File: src/design/minifloat_add_multiply_core_macros.svh
// Assertion macros for the minifloat add/multiply core.
// Included by the top level; needs nothing else. Bodies are empty for synthesis.
`ifndef MINIFLOAT_ADD_MULTIPLY_CORE_MACROS_SVH
`define MINIFLOAT_ADD_MULTIPLY_CORE_MACROS_SVH
`ifndef SYNTHESIS
// Same-cycle implication, checked outside of reset.
`define MFAM_ASSERT_NOW(lbl, clk, rstn, ante, cons) \
    lbl: assert property (@(posedge clk) disable iff (!(rstn)) (ante) |-> (cons)) \
        else $error("minifloat core assertion failed");
// Next-cycle implication, checked outside of reset.
`define MFAM_ASSERT_NEXT(lbl, clk, rstn, ante, cons) \
    lbl: assert property (@(posedge clk) disable iff (!(rstn)) (ante) |=> (cons)) \
        else $error("minifloat core assertion failed");
`else
`define MFAM_ASSERT_NOW(lbl, clk, rstn, ante, cons)
`define MFAM_ASSERT_NEXT(lbl, clk, rstn, ante, cons)
`endif
`endif

File: src/design/mfam_pkg.sv
// Package for the minifloat add/multiply core: format constants, codes, types
// and the result packing function. Depends on nothing.
`timescale 1ns / 1ps

package mfam_pkg;

    // Operand format: 5-bit exponent code over a 9-bit fraction, hidden 1.
    localparam int FRAC_W   = 9;
    localparam int EXP_W    = 5;
    localparam int WORD_W   = EXP_W + FRAC_W;
    localparam int MANT_W   = FRAC_W + 1;
    localparam int PROD_W   = 2 * MANT_W;
    localparam int CODE_W   = EXP_W + 2;
    localparam int STATUS_W = 2;
    localparam int EXP_BIAS = 15;

    // Legal range of a packed exponent code.
    localparam logic signed [CODE_W-1:0] CODE_MAX = CODE_W'(30);
    localparam logic signed [CODE_W-1:0] CODE_MIN = CODE_W'(1);

    typedef enum logic {
        OP_ADD = 1'b0,
        OP_MUL = 1'b1
    } t_op;

    typedef enum logic [STATUS_W-1:0] {
        ST_OK        = 2'd0,
        ST_OVERFLOW  = 2'd1,
        ST_UNDERFLOW = 2'd2
    } t_status;

    // Unpacked result of either unit: signed exponent code and truncated fraction.
    typedef struct packed {
        logic signed [CODE_W-1:0] code;
        logic [FRAC_W-1:0]        frac;
    } t_raw;

    typedef struct packed {
        logic [WORD_W-1:0] result;
        t_status           status;
    } t_packed;

    // Range check on the exponent code; an out-of-range result reads as zero.
    function automatic t_packed pack_result(input t_raw raw);
        t_packed p;
        if (raw.code > CODE_MAX) begin
            p.result = '0;
            p.status = ST_OVERFLOW;
        end else if (raw.code < CODE_MIN) begin
            p.result = '0;
            p.status = ST_UNDERFLOW;
        end else begin
            p.result = {raw.code[EXP_W-1:0], raw.frac};
            p.status = ST_OK;
        end
        return p;
    endfunction

endpackage

File: src/design/mfam_if.sv
// Valid/ready channel interfaces for the minifloat core: request and response.
// Depends on mfam_pkg.
`timescale 1ns / 1ps

interface mfam_req_if;
    import mfam_pkg::*;
    logic              valid;
    logic              ready;
    logic              op;
    logic [WORD_W-1:0] operand_a;
    logic [WORD_W-1:0] operand_b;

    modport source (output valid, op, operand_a, operand_b, input ready);
    modport sink   (input valid, op, operand_a, operand_b, output ready);
endinterface

interface mfam_rsp_if;
    import mfam_pkg::*;
    logic                valid;
    logic                ready;
    logic [WORD_W-1:0]   result;
    logic [STATUS_W-1:0] status;

    modport source (output valid, result, status, input ready);
    modport sink   (input valid, result, status, output ready);
endinterface

File: src/design/mfam_add.sv
// Adder for two minifloats: align by right shift, add, renormalize one place.
// Depends on mfam_pkg.
`timescale 1ns / 1ps

module mfam_add (
    input  logic [mfam_pkg::WORD_W-1:0] i_operand_a,
    input  logic [mfam_pkg::WORD_W-1:0] i_operand_b,
    output mfam_pkg::t_raw              o_raw
);
    import mfam_pkg::*;

    logic [EXP_W-1:0]  ea;
    logic [EXP_W-1:0]  eb;
    logic [EXP_W-1:0]  big_e;
    logic [EXP_W-1:0]  diff;
    logic [MANT_W-1:0] big_m;
    logic [MANT_W-1:0] small_m;
    logic [MANT_W-1:0] shifted;
    logic [MANT_W:0]   sum;

    // Pick the operand with the larger exponent and align the other one.
    always_comb begin
        ea = i_operand_a[WORD_W-1:FRAC_W];
        eb = i_operand_b[WORD_W-1:FRAC_W];
        if (ea >= eb) begin
            big_e   = ea;
            big_m   = {1'b1, i_operand_a[FRAC_W-1:0]};
            small_m = {1'b1, i_operand_b[FRAC_W-1:0]};
            diff    = ea - eb;
        end else begin
            big_e   = eb;
            big_m   = {1'b1, i_operand_b[FRAC_W-1:0]};
            small_m = {1'b1, i_operand_a[FRAC_W-1:0]};
            diff    = eb - ea;
        end
        shifted = small_m >> diff;
        sum     = {1'b0, big_m} + {1'b0, shifted};
    end

    // A carry out moves the binary point one place and bumps the exponent.
    always_comb begin
        o_raw.code = CODE_W'(big_e) + CODE_W'(sum[MANT_W]);
        o_raw.frac = sum[MANT_W] ? sum[FRAC_W:1] : sum[FRAC_W-1:0];
    end

endmodule

File: src/design/mfam_mul.sv
// Multiplier for two minifloats: exponent add, 10x10 mantissa product,
// renormalize one place. Depends on mfam_pkg.
`timescale 1ns / 1ps

module mfam_mul (
    input  logic [mfam_pkg::WORD_W-1:0] i_operand_a,
    input  logic [mfam_pkg::WORD_W-1:0] i_operand_b,
    output mfam_pkg::t_raw              o_raw
);
    import mfam_pkg::*;

    logic [MANT_W-1:0] ma;
    logic [MANT_W-1:0] mb;
    logic [PROD_W-1:0] prod;
    logic              top_bit;

    // Mantissa product in 2.18 fixed point.
    always_comb begin
        ma      = {1'b1, i_operand_a[FRAC_W-1:0]};
        mb      = {1'b1, i_operand_b[FRAC_W-1:0]};
        prod    = PROD_W'(ma) * PROD_W'(mb);
        top_bit = prod[PROD_W-1];
    end

    // Biased exponent sum, plus one when the product reached 2.0.
    always_comb begin
        o_raw.code = CODE_W'(i_operand_a[WORD_W-1:FRAC_W])
                   + CODE_W'(i_operand_b[WORD_W-1:FRAC_W])
                   - CODE_W'(EXP_BIAS)
                   + CODE_W'(top_bit);
        o_raw.frac = top_bit ? prod[PROD_W-2:PROD_W-1-FRAC_W]
                             : prod[PROD_W-3:PROD_W-2-FRAC_W];
    end

endmodule

File: src/design/minifloat_add_multiply_core.sv
// Minifloat add/multiply core, top level: request register, add and multiply
// units, result register. Depends on mfam_pkg, mfam_if, mfam_add, mfam_mul.
`timescale 1ns / 1ps
//
// Usage:
//   i_req carries one request: op (0 add, 1 multiply) and two positive
//   14-bit minifloats (5-bit exponent, bias 15, 9-bit fraction, hidden 1).
//   o_rsp returns one response per request, in order: the truncated result
//   and a status (ok, overflow, underflow); result is 0 unless ok.
//   A request moves from the accepting edge into the request register and
//   then into the result register, from which the response can be taken.
//   Throughput is one request per cycle while o_rsp is ready; the arithmetic
//   between the two registers is one 10x10 multiply or one shift and add.
//   When o_rsp stalls, a full result register holds; i_req.ready stays high
//   while the request register is empty or moving; up to two requests are held.
//   Synchronous reset clears both valid flags; no request is pending after it.
//
`include "minifloat_add_multiply_core_macros.svh"

module minifloat_add_multiply_core (
    input  logic      i_clk,
    input  logic      i_rst_n,
    mfam_req_if.sink  i_req,
    mfam_rsp_if.source o_rsp
);
    import mfam_pkg::*;

    logic              r_in_valid;
    logic              r_op;
    logic [WORD_W-1:0] r_operand_a;
    logic [WORD_W-1:0] r_operand_b;
    logic              r_out_valid;
    t_packed           r_out;

    logic              out_ready;
    logic              in_ready;
    t_raw              add_raw;
    t_raw              mul_raw;
    t_raw              sel_raw;
    t_packed           n_out;

    // Each stage moves when the stage after it is empty or draining.
    assign out_ready   = !r_out_valid || o_rsp.ready;
    assign in_ready    = !r_in_valid || out_ready;
    assign i_req.ready = in_ready;

    // Request register.
    always_ff @(posedge i_clk) begin
        if (!i_rst_n) begin
            r_in_valid <= 1'b0;
        end else if (in_ready) begin
            r_in_valid <= i_req.valid;
        end
    end

    always_ff @(posedge i_clk) begin
        if (in_ready && i_req.valid) begin
            r_op        <= i_req.op;
            r_operand_a <= i_req.operand_a;
            r_operand_b <= i_req.operand_b;
        end
    end

    mfam_add u_add (
        .i_operand_a (r_operand_a),
        .i_operand_b (r_operand_b),
        .o_raw       (add_raw)
    );

    mfam_mul u_mul (
        .i_operand_a (r_operand_a),
        .i_operand_b (r_operand_b),
        .o_raw       (mul_raw)
    );

    // Select the unit by opcode and apply the exponent range check.
    always_comb begin
        case (t_op'(r_op))
            OP_MUL:  sel_raw = mul_raw;
            default: sel_raw = add_raw;
        endcase
        n_out = pack_result(sel_raw);
    end

    // Result register.
    always_ff @(posedge i_clk) begin
        if (!i_rst_n) begin
            r_out_valid <= 1'b0;
        end else if (out_ready) begin
            r_out_valid <= r_in_valid;
        end
    end

    always_ff @(posedge i_clk) begin
        if (out_ready && r_in_valid) begin
            r_out <= n_out;
        end
    end

    assign o_rsp.valid  = r_out_valid;
    assign o_rsp.result = r_out.result;
    assign o_rsp.status = r_out.status;

    // A request that reaches a free result register shows up there next cycle.
    `MFAM_ASSERT_NEXT(a_stage_moves, i_clk, i_rst_n, r_in_valid && out_ready, r_out_valid)
    // Requests are refused only with both registers full.
    `MFAM_ASSERT_NOW(a_ready_full, i_clk, i_rst_n, !i_req.ready, r_in_valid && r_out_valid)
    // Any status other than ok comes with a zero result.
    `MFAM_ASSERT_NOW(a_err_zero, i_clk, i_rst_n, o_rsp.valid && o_rsp.status != ST_OK, o_rsp.result == '0)
    // An ok result carries an exponent code inside the legal range.
    `MFAM_ASSERT_NOW(a_ok_range, i_clk, i_rst_n, o_rsp.valid && o_rsp.status == ST_OK, o_rsp.result[WORD_W-1:FRAC_W] != '0 && o_rsp.result[WORD_W-1:FRAC_W] != '1)

endmodule
File: src/flat_wrapper.sv
// flat-port wrapper written by rule: the top's interface ports become plain ports
module minifloat_add_multiply_core_flat import mfam_pkg::*;
  (i_clk, i_rst_n, i_req_valid, i_req_op, i_req_operand_a, i_req_operand_b, i_req_ready, o_rsp_valid, o_rsp_result, o_rsp_status, o_rsp_ready);
  mfam_req_if i_req_i ();
  mfam_rsp_if o_rsp_i ();
  input  logic i_clk;
  input  logic i_rst_n;
  input wire logic [$bits(i_req_i.valid)-1:0] i_req_valid;
  input wire logic [$bits(i_req_i.op)-1:0] i_req_op;
  input wire logic [$bits(i_req_i.operand_a)-1:0] i_req_operand_a;
  input wire logic [$bits(i_req_i.operand_b)-1:0] i_req_operand_b;
  output wire logic [$bits(i_req_i.ready)-1:0] i_req_ready;
  output wire logic [$bits(o_rsp_i.valid)-1:0] o_rsp_valid;
  output wire logic [$bits(o_rsp_i.result)-1:0] o_rsp_result;
  output wire logic [$bits(o_rsp_i.status)-1:0] o_rsp_status;
  input wire logic [$bits(o_rsp_i.ready)-1:0] o_rsp_ready;
  assign i_req_i.valid = i_req_valid;
  assign i_req_i.op = i_req_op;
  assign i_req_i.operand_a = i_req_operand_a;
  assign i_req_i.operand_b = i_req_operand_b;
  assign i_req_ready = i_req_i.ready;
  assign o_rsp_valid = o_rsp_i.valid;
  assign o_rsp_result = o_rsp_i.result;
  assign o_rsp_status = o_rsp_i.status;
  assign o_rsp_i.ready = o_rsp_ready;
  minifloat_add_multiply_core u_core (.i_clk(i_clk), .i_rst_n(i_rst_n), .i_req(i_req_i), .o_rsp(o_rsp_i));
endmodule
File: config.mk
export PLATFORM = sky130hd
export DESIGN_NAME = minifloat_add_multiply_core_flat
export DESIGN_NICKNAME = d
export VERILOG_FILES = /design/src/design/mfam_pkg.sv /design/src/design/mfam_if.sv /design/src/design/mfam_add.sv /design/src/design/mfam_mul.sv /design/src/design/minifloat_add_multiply_core.sv /design/src/flat_wrapper.sv
export VERILOG_INCLUDE_DIRS = /design/src /design/src/design
export SDC_FILE = /design/constraint.sdc
export NUM_CORES = 1
export LEC_CHECK = 0
export ABC_AREA = 1
export BUFFER_PORTS_ARGS = -buffer_cell sky130_fd_sc_hd__buf_4
export CAP_MARGIN = 20
export CORE_AREA = 2 2 118 120
export CTS_BUF_LIST = sky130_fd_sc_hd__clkbuf_4
export CTS_CLUSTER_DIAMETER = 100
export DETAILED_ROUTE_END_ITERATION = 16
export DIE_AREA = 0 0 120 122
export GPL_TIMING_DRIVEN = 0
export HOLD_SLACK_MARGIN = 0.02
export PLACE_DENSITY_LB_ADDON = 0.3
export SETUP_SLACK_MARGIN = 0.15
export SYNTH_ARGS = -nofsm -noshare
export SYNTH_HDL_FRONTEND = slang
export SYNTH_SLANG_ARGS = --single-unit
export TNS_END_PERCENT = 30
File: constraint.sdc
create_clock -name i_clk -period 6.37 [get_ports i_clk]
set_input_delay 0 -clock i_clk [delete_from_list [all_inputs] [get_ports i_clk]]
set_output_delay 0 -clock i_clk [all_outputs]
set_load 0.005 [all_outputs]
* Word level (Yosys, flattened, before mapping) *
Cells that the tools add are included.

word-level totals
  bits in latches = 0
  bits in registers = 47
  word-level logic and storage cells = 34
  RAM bits = 0
  memories kept = 0
  ROM bits = 0

operators by class
  div/mod/pow operators = 0
  shift-type cells = 1
  bitwise gates (word level) = 0
  equality and inequality tests = 0
  multiplexer cells = 8
  reduce and logical (&&, ||, !) cells = 7
  multiply operators = 1
  $add $sub $neg = 7
  order comparisons = 3

operators by type and width
  kind                 number
  $mux 9               4
  $mul 10x10->20       1
  $mux 16              1
  $add 10x10->11       1
  $mux 5               2
  $shr 10x5->10        1
  $sub 5x5->5          2
  $add 7x1->7          1
  $gt 7x6->1 const B   1
  $lt 7x2->1 const B   1
  $sub 6x4->7 const B  1
  $add 5x1->6          1
  $add 5x5->6          1
  $ge 5x5->1           1
  $logic_and 1x1->1    2
  $logic_not 1->1      2
  $logic_or 1x1->1     2
  $mux 2               1
  $reduce_or 2->1      1

* Longest topological paths before layout *
  depth after elaboration = 8
  depth in mapped cells = 41

* Modules after synthesis *
Synthesis repeated with hierarchy kept, for this count alone.

second synthesis, totals
  cells, all modules = 1002
  area total of the unflattened synthesis = 7517.2 um^2

by module, submodules not included
  module                       instances  cells each  area each (um^2)
  mfam_mul                     1          533         3789.9
  minifloat_add_multiply_core  1          138         1903.1
  mfam_add                     1          331         1824.2

* Worst setup path after synthesis *
Ideal clock, no wire load.

  kind = register -> register
  start point = reg u_core.r_operand_b[3]
  end point = reg u_core.r_out (netlist bit u_core.o_rsp.result[10]) (data pin)
  cell stages (with the launch flop) = 38
  data required time = 6.107 ns
  library setup time = 0.263 ns
  clock period less this slack = 7.063 ns
  arrival time = 6.800 ns
  path slack = -0.693 ns
  cell sequence = edfxtp_1 -> clkbuf_1 -> nand2_1 -> fa_1 -> inv_1 -> fa_1 -> inv_1 -> fa_1 -> inv_1 -> fa_1 -> inv_1 -> fa_1 -> inv_1 -> ha_1 -> a21o_1 -> a21boi_0 -> nand2_1 -> nand2_1 -> [2 not listed] -> clkinv_1 -> nor2_1 -> inv_1 -> nand2_1 -> ha_1 -> inv_1 -> fa_1 -> o21ai_0 -> a21boi_0 -> inv_1 -> nand2_1 -> inv_1 -> nand2_1 -> nor2_1 -> nand3_1 -> nand3_2 -> buf_6 -> nor2_2

between the ends
  word-level cells in the longest chain between the ends = 7

RTL lines
  item                                                    line                               RTL
  start, declared                                         minifloat_add_multiply_core.sv:31  logic [WORD_W-1:0] r_operand_b;
  start signal, assigned                                  minifloat_add_multiply_core.sv:60  r_operand_b <= i_req.operand_b;
  branches (longest 4 deep; another with $mul 10x10->20)  --
  $mux 16 (*)                                             minifloat_add_multiply_core.sv:78  case (t_op'(r_op))
  $lt 7x2->1 / $gt 7x6->1 (equally long branches)         mfam_pkg.sv:49, mfam_pkg.sv:46
  $reduce_or 2->1 (no line)                               --
  end signal, assigned                                    minifloat_add_multiply_core.sv:96  r_out <= n_out;
  end, declared                                           minifloat_add_multiply_core.sv:33  t_packed r_out;

Every way passes the cells marked *.
A chain may end at the register's enable or synchronous reset.

* Worst setup path after layout *
  start point = reg u_core.r_operand_a[2]
  end point = reg u_core.r_out (netlist bit u_core.o_rsp.result[4]) (data pin)

between the ends
  word-level cells in the longest chain between the ends = 7

RTL lines
  item                                                    line                               RTL
  start, declared                                         minifloat_add_multiply_core.sv:30  logic [WORD_W-1:0] r_operand_a;
  start signal, assigned                                  minifloat_add_multiply_core.sv:59  r_operand_a <= i_req.operand_a;
  branches (longest 4 deep; another with $mul 10x10->20)  --
  $mux 16 (*)                                             minifloat_add_multiply_core.sv:78
  $lt 7x2->1 / $gt 7x6->1 (equally long branches)         mfam_pkg.sv:49, mfam_pkg.sv:46
  $reduce_or 2->1 (no line)                               --

Marked as above.

==> summary by stage <==
Run status
The run finished, with violations left. The final reports fail on negative setup slack.

STA
For the finished layout, the period the worst path requires is 6.80 ns. The transition time at the pin with the least slew margin is roughly 0.70 ns. Once routing completed, OpenROAD measured the worst setup slack at -0.429 ns. Setup repair after global routing could not meet its margin everywhere. In the finished design, the share of the clock period the worst path needs comes to 1.07.

Setup violations remaining at the end of the flow were counted as 16. The total count of max-transition violations in the final report is 0. Headroom to the max-slew limit came out at 0.532. The number of endpoints with negative hold slack in the final report is 0.

The achievable frequency is about 150 MHz. The clock arrives with 0.0213 ns of skew.

Placed design
The placer congestion estimate is slightly above 0.9. The post-DP HPWL is 14000 um. The number of input and output port buffers inserted is 50.

Clock tree
Clock tree synthesis inserted a total of 5 buffers. The clock sink count is between 40 and 50. The H-tree depth reported by CTS is 2. The clock root buffer master is clkbuf_4. The clock-pin transition on the worst setup and hold timing paths is between 0.15 and 0.2 ns. The clock reaches the later pin of the worst-skew pair after about 0.46 ns. The clock passes through at most 2 buffers. TritonCTS built the clock tree.

Floorplanning
The die is 120 um wide. The area of the core region is roughly 0.014 mm^2. The initial standard-cell utilization of the core is 0.538.

The count of standard-cell rows is 43. The vertical die dimension is about 120 um. The I/O pin count is between 50 and 60. The floorplan step defined a die boundary enclosing 0.0146 mm^2.

Drt
After detailed routing, the number of vias per cell comes to ~5.3. The number of optimization iterations in the first detailed-route pass is 7. The mean routed wirelength per cell is between 10 and 15 um. The number of DRC markers after the initial detailed-route iteration is approximately 430.

After detailed routing, the number of remaining DRC violations is 0. The routed layout has 6895 vias. The detail route stage leaves a number of antenna-violating nets equal to 0.

After detailed routing, the total wire length is 19500 um.

Synthesis
The post-synth net total is approximately 1.2k. The gate count of the mapped netlist is just under 1k. The average size of a mapped cell is approximately 7.4 um^2.

The number of distinct library cells after synthesis is 37. The count of synthesis-stage warnings from yosys is 0. The flop and latch count out of synthesis is 47. The mapped netlist covers roughly 0.0073 mm^2. For this run, the register share of the synthesized area comes to 0.192.

Setup path
The endpoint arrival time on the critical path is about 7 ns. STA puts the critical path data required time at 6.59 ns. The kind of start point of the critical path is a flip-flop. The largest individual stage delay along the critical path comes from the cell fa_1. The worst setup path is captured at a flip-flop.

Of all nets on the critical path, the largest fanout is 5. For this run, the slowest stage of the critical path takes ~0.6 ns. By startpoint and endpoint, the worst setup path is classified as flip-flop to flip-flop.

Pwr
The design draws between 3000 and 4000 uW. In this run the static leakage power is between 0.004 and 0.005 uW. The worst-case IR drop observed on VDD is 0.000311 V. The total power per unit cell area is roughly 420 mW/mm^2.

GRT
The total global routing overflow is 0. The all-layer global routing usage is 0.275. The wire length of the first global-routing pass is around 32000 um. The number of global-route vias before repair is 6868.

Entering global routing, the biggest net connects 18 pins. The initial antenna violation count came to 1.

Final layout
After the last flow step, the layout net total stands at about 1.3k. The area growth from synthesis to layout is 26.4%. The ratio of cells with drive above 1 in the final layout is 0.210. Leaving out fill and tap cells, the most frequent cell in the layout is nand2_1. The top cell types in the final layout, fill and taps aside, are 238 x nand2_1, 181 x inv_1, 108 x buf_4. The sequential cells in the finished layout cover a total of between 0.001 and 0.0015 mm^2. The layout filler cell count is ~1.1k.

Once layout is complete, the utilization of the core stands at 0.679. The area of the multi-input gates is ~0.0052 mm^2.

Job
The tool flagged a number of max-cap violations equal to 0.

Worst hold path
The worst hold path belongs to the class input port to flip-flop.
## layout make-up
cell class | instances | area share
clock inverters | 3 | 0.00300
inverters | 200 | 0.0833
clock buffers | 5 | 0.00409
multi-input cells | 698 | 0.571
flip-flops and latches | 47 | 0.152
diodes | 1 | 0.000273
plain buffers | 32 | 0.0306
repair buffers | 141 | 0.132
well taps | 180 | 0.0245
## metrics by stage
stage	setup WS [ns]	setup TNS (ns)	instances	instance area (um^2)	hold WS, ns
5_1_grt	-0.662	-9.64	1307	9170	0.147
3_3_place_gp	-0.649	-8.64	1207	7990	0.178
4_1_cts	-0.137	-1.33	1294	8970	0.108
3_5_place_dp	-0.699	-9.32	1209	8030	0.179
6_report	-0.429	-5.97	1307	9170	0.129
2_1_floorplan	0.0527	0	977	7390	0.0989
## metal layers
metal,GRT usage,up-vias,wire (um)
li1,-,3381,-
met1,0.343,3174,7980
met2,0.480,284,9680
met3,0.0375,56,1160
met4,0.115,0,693
met5,0,-,0
## cell families after synthesis
group,Yosys count,share of synthesized area
adders and majority gates,146,0.319
xor gates and xnor gates,19,0.0229
buffers and inverters,232,0.124
AOI/OAI and AO/OA,102,0.0807
and+or+nand+nor,431,0.262
DFF,47,0.192
## report_power, final
group | total [uW] | switching (uW) | leakage, uW | internal [uW]
registers | 412 | 16.0 | 0.000454 | 396
clock network | 182 | 135 | 0.0000337 | 47.2
logic | 3220 | 1840 | 0.00443 | 1380
total | 3810 | 1990 | 0.00492 | 1820
## critical path: cells and delay by family, from the launching register on
| kind | cells | cell delay, ns |
|---|---|---|
| AOI/OAI and AO/OA | 2 | 0.26 |
| and+or+nand+nor | 16 | 1.42 |
| buffers and inverters | 14 | 1.02 |
| DFF | 1 | 0.50 |
| adders and majority gates | 8 | 3.37 |
## cells in the mapped netlist, drive strengths merged
master,n,area [um^2]
and2,1,6.26
a211oi,1,7.51
o211ai,7,52.6
a21oi,43,238
a21o,5,37.5
clkinv,3,11.3
o21ai,36,180
xor2,10,87.6
ha,81,1010
buf,11,72.6
clkbuf,21,78.8
or2,8,50.1
nand2,258,983
edfxtp,45,1350
nand3,83,458
a21boi,3,22.5
nand4,18,113
nor3,2,10.0
dfxtp,2,40.0
xnor2,9,78.8
nor2,57,251
nor4,2,12.5
fa,65,1300
nand3b,2,15.0
o21bai,2,15.0
a31oi,4,25.0
o31ai,1,7.51
inv,197,739
## state kept, by name, indices dropped and copies added, names as in the netlist
name                 flops
u_core.r_in_valid        1
u_core.r_op              1
u_core.o_rsp.valid       1
u_core.o_rsp.result     14
u_core.r_operand_a      14
u_core.o_rsp.status      2
u_core.r_operand_b      14
## repair_timing
item / 4_1_cts / 5_1_grt
pin swaps: 19 / 27
setup buffers: 43 / 12
hold endpoints to repair: 31 / 0
setup endpoints to repair: 16 / 16
hold buffers: 33 / 0
resized for setup: 44 / 36
gates cloned: 1 / 0
## path summary, 6_finish.rpt
kind | slack (ns) | to | cells after the start | from
max | -0.43 | u_core.o_rsp.result[4]$_SDFFCE_PP0P_ | 40 | u_core.r_operand_a[2]$_DFFE_PP_
min | 0.13 | u_core.o_rsp.status[1]$_SDFFCE_PN0P_ | 3 | o_rsp_ready
max reg2reg | -0.43 | u_core.o_rsp.result[4]$_SDFFCE_PP0P_ | 40 | u_core.r_operand_a[2]$_DFFE_PP_
min reg2reg | 0.71 | u_core.o_rsp.status[1]$_SDFFCE_PN0P_ | 2 | u_core.r_in_valid$_SDFFE_PN0N_
Note: power is estimated with default switching activity, not from simulation.
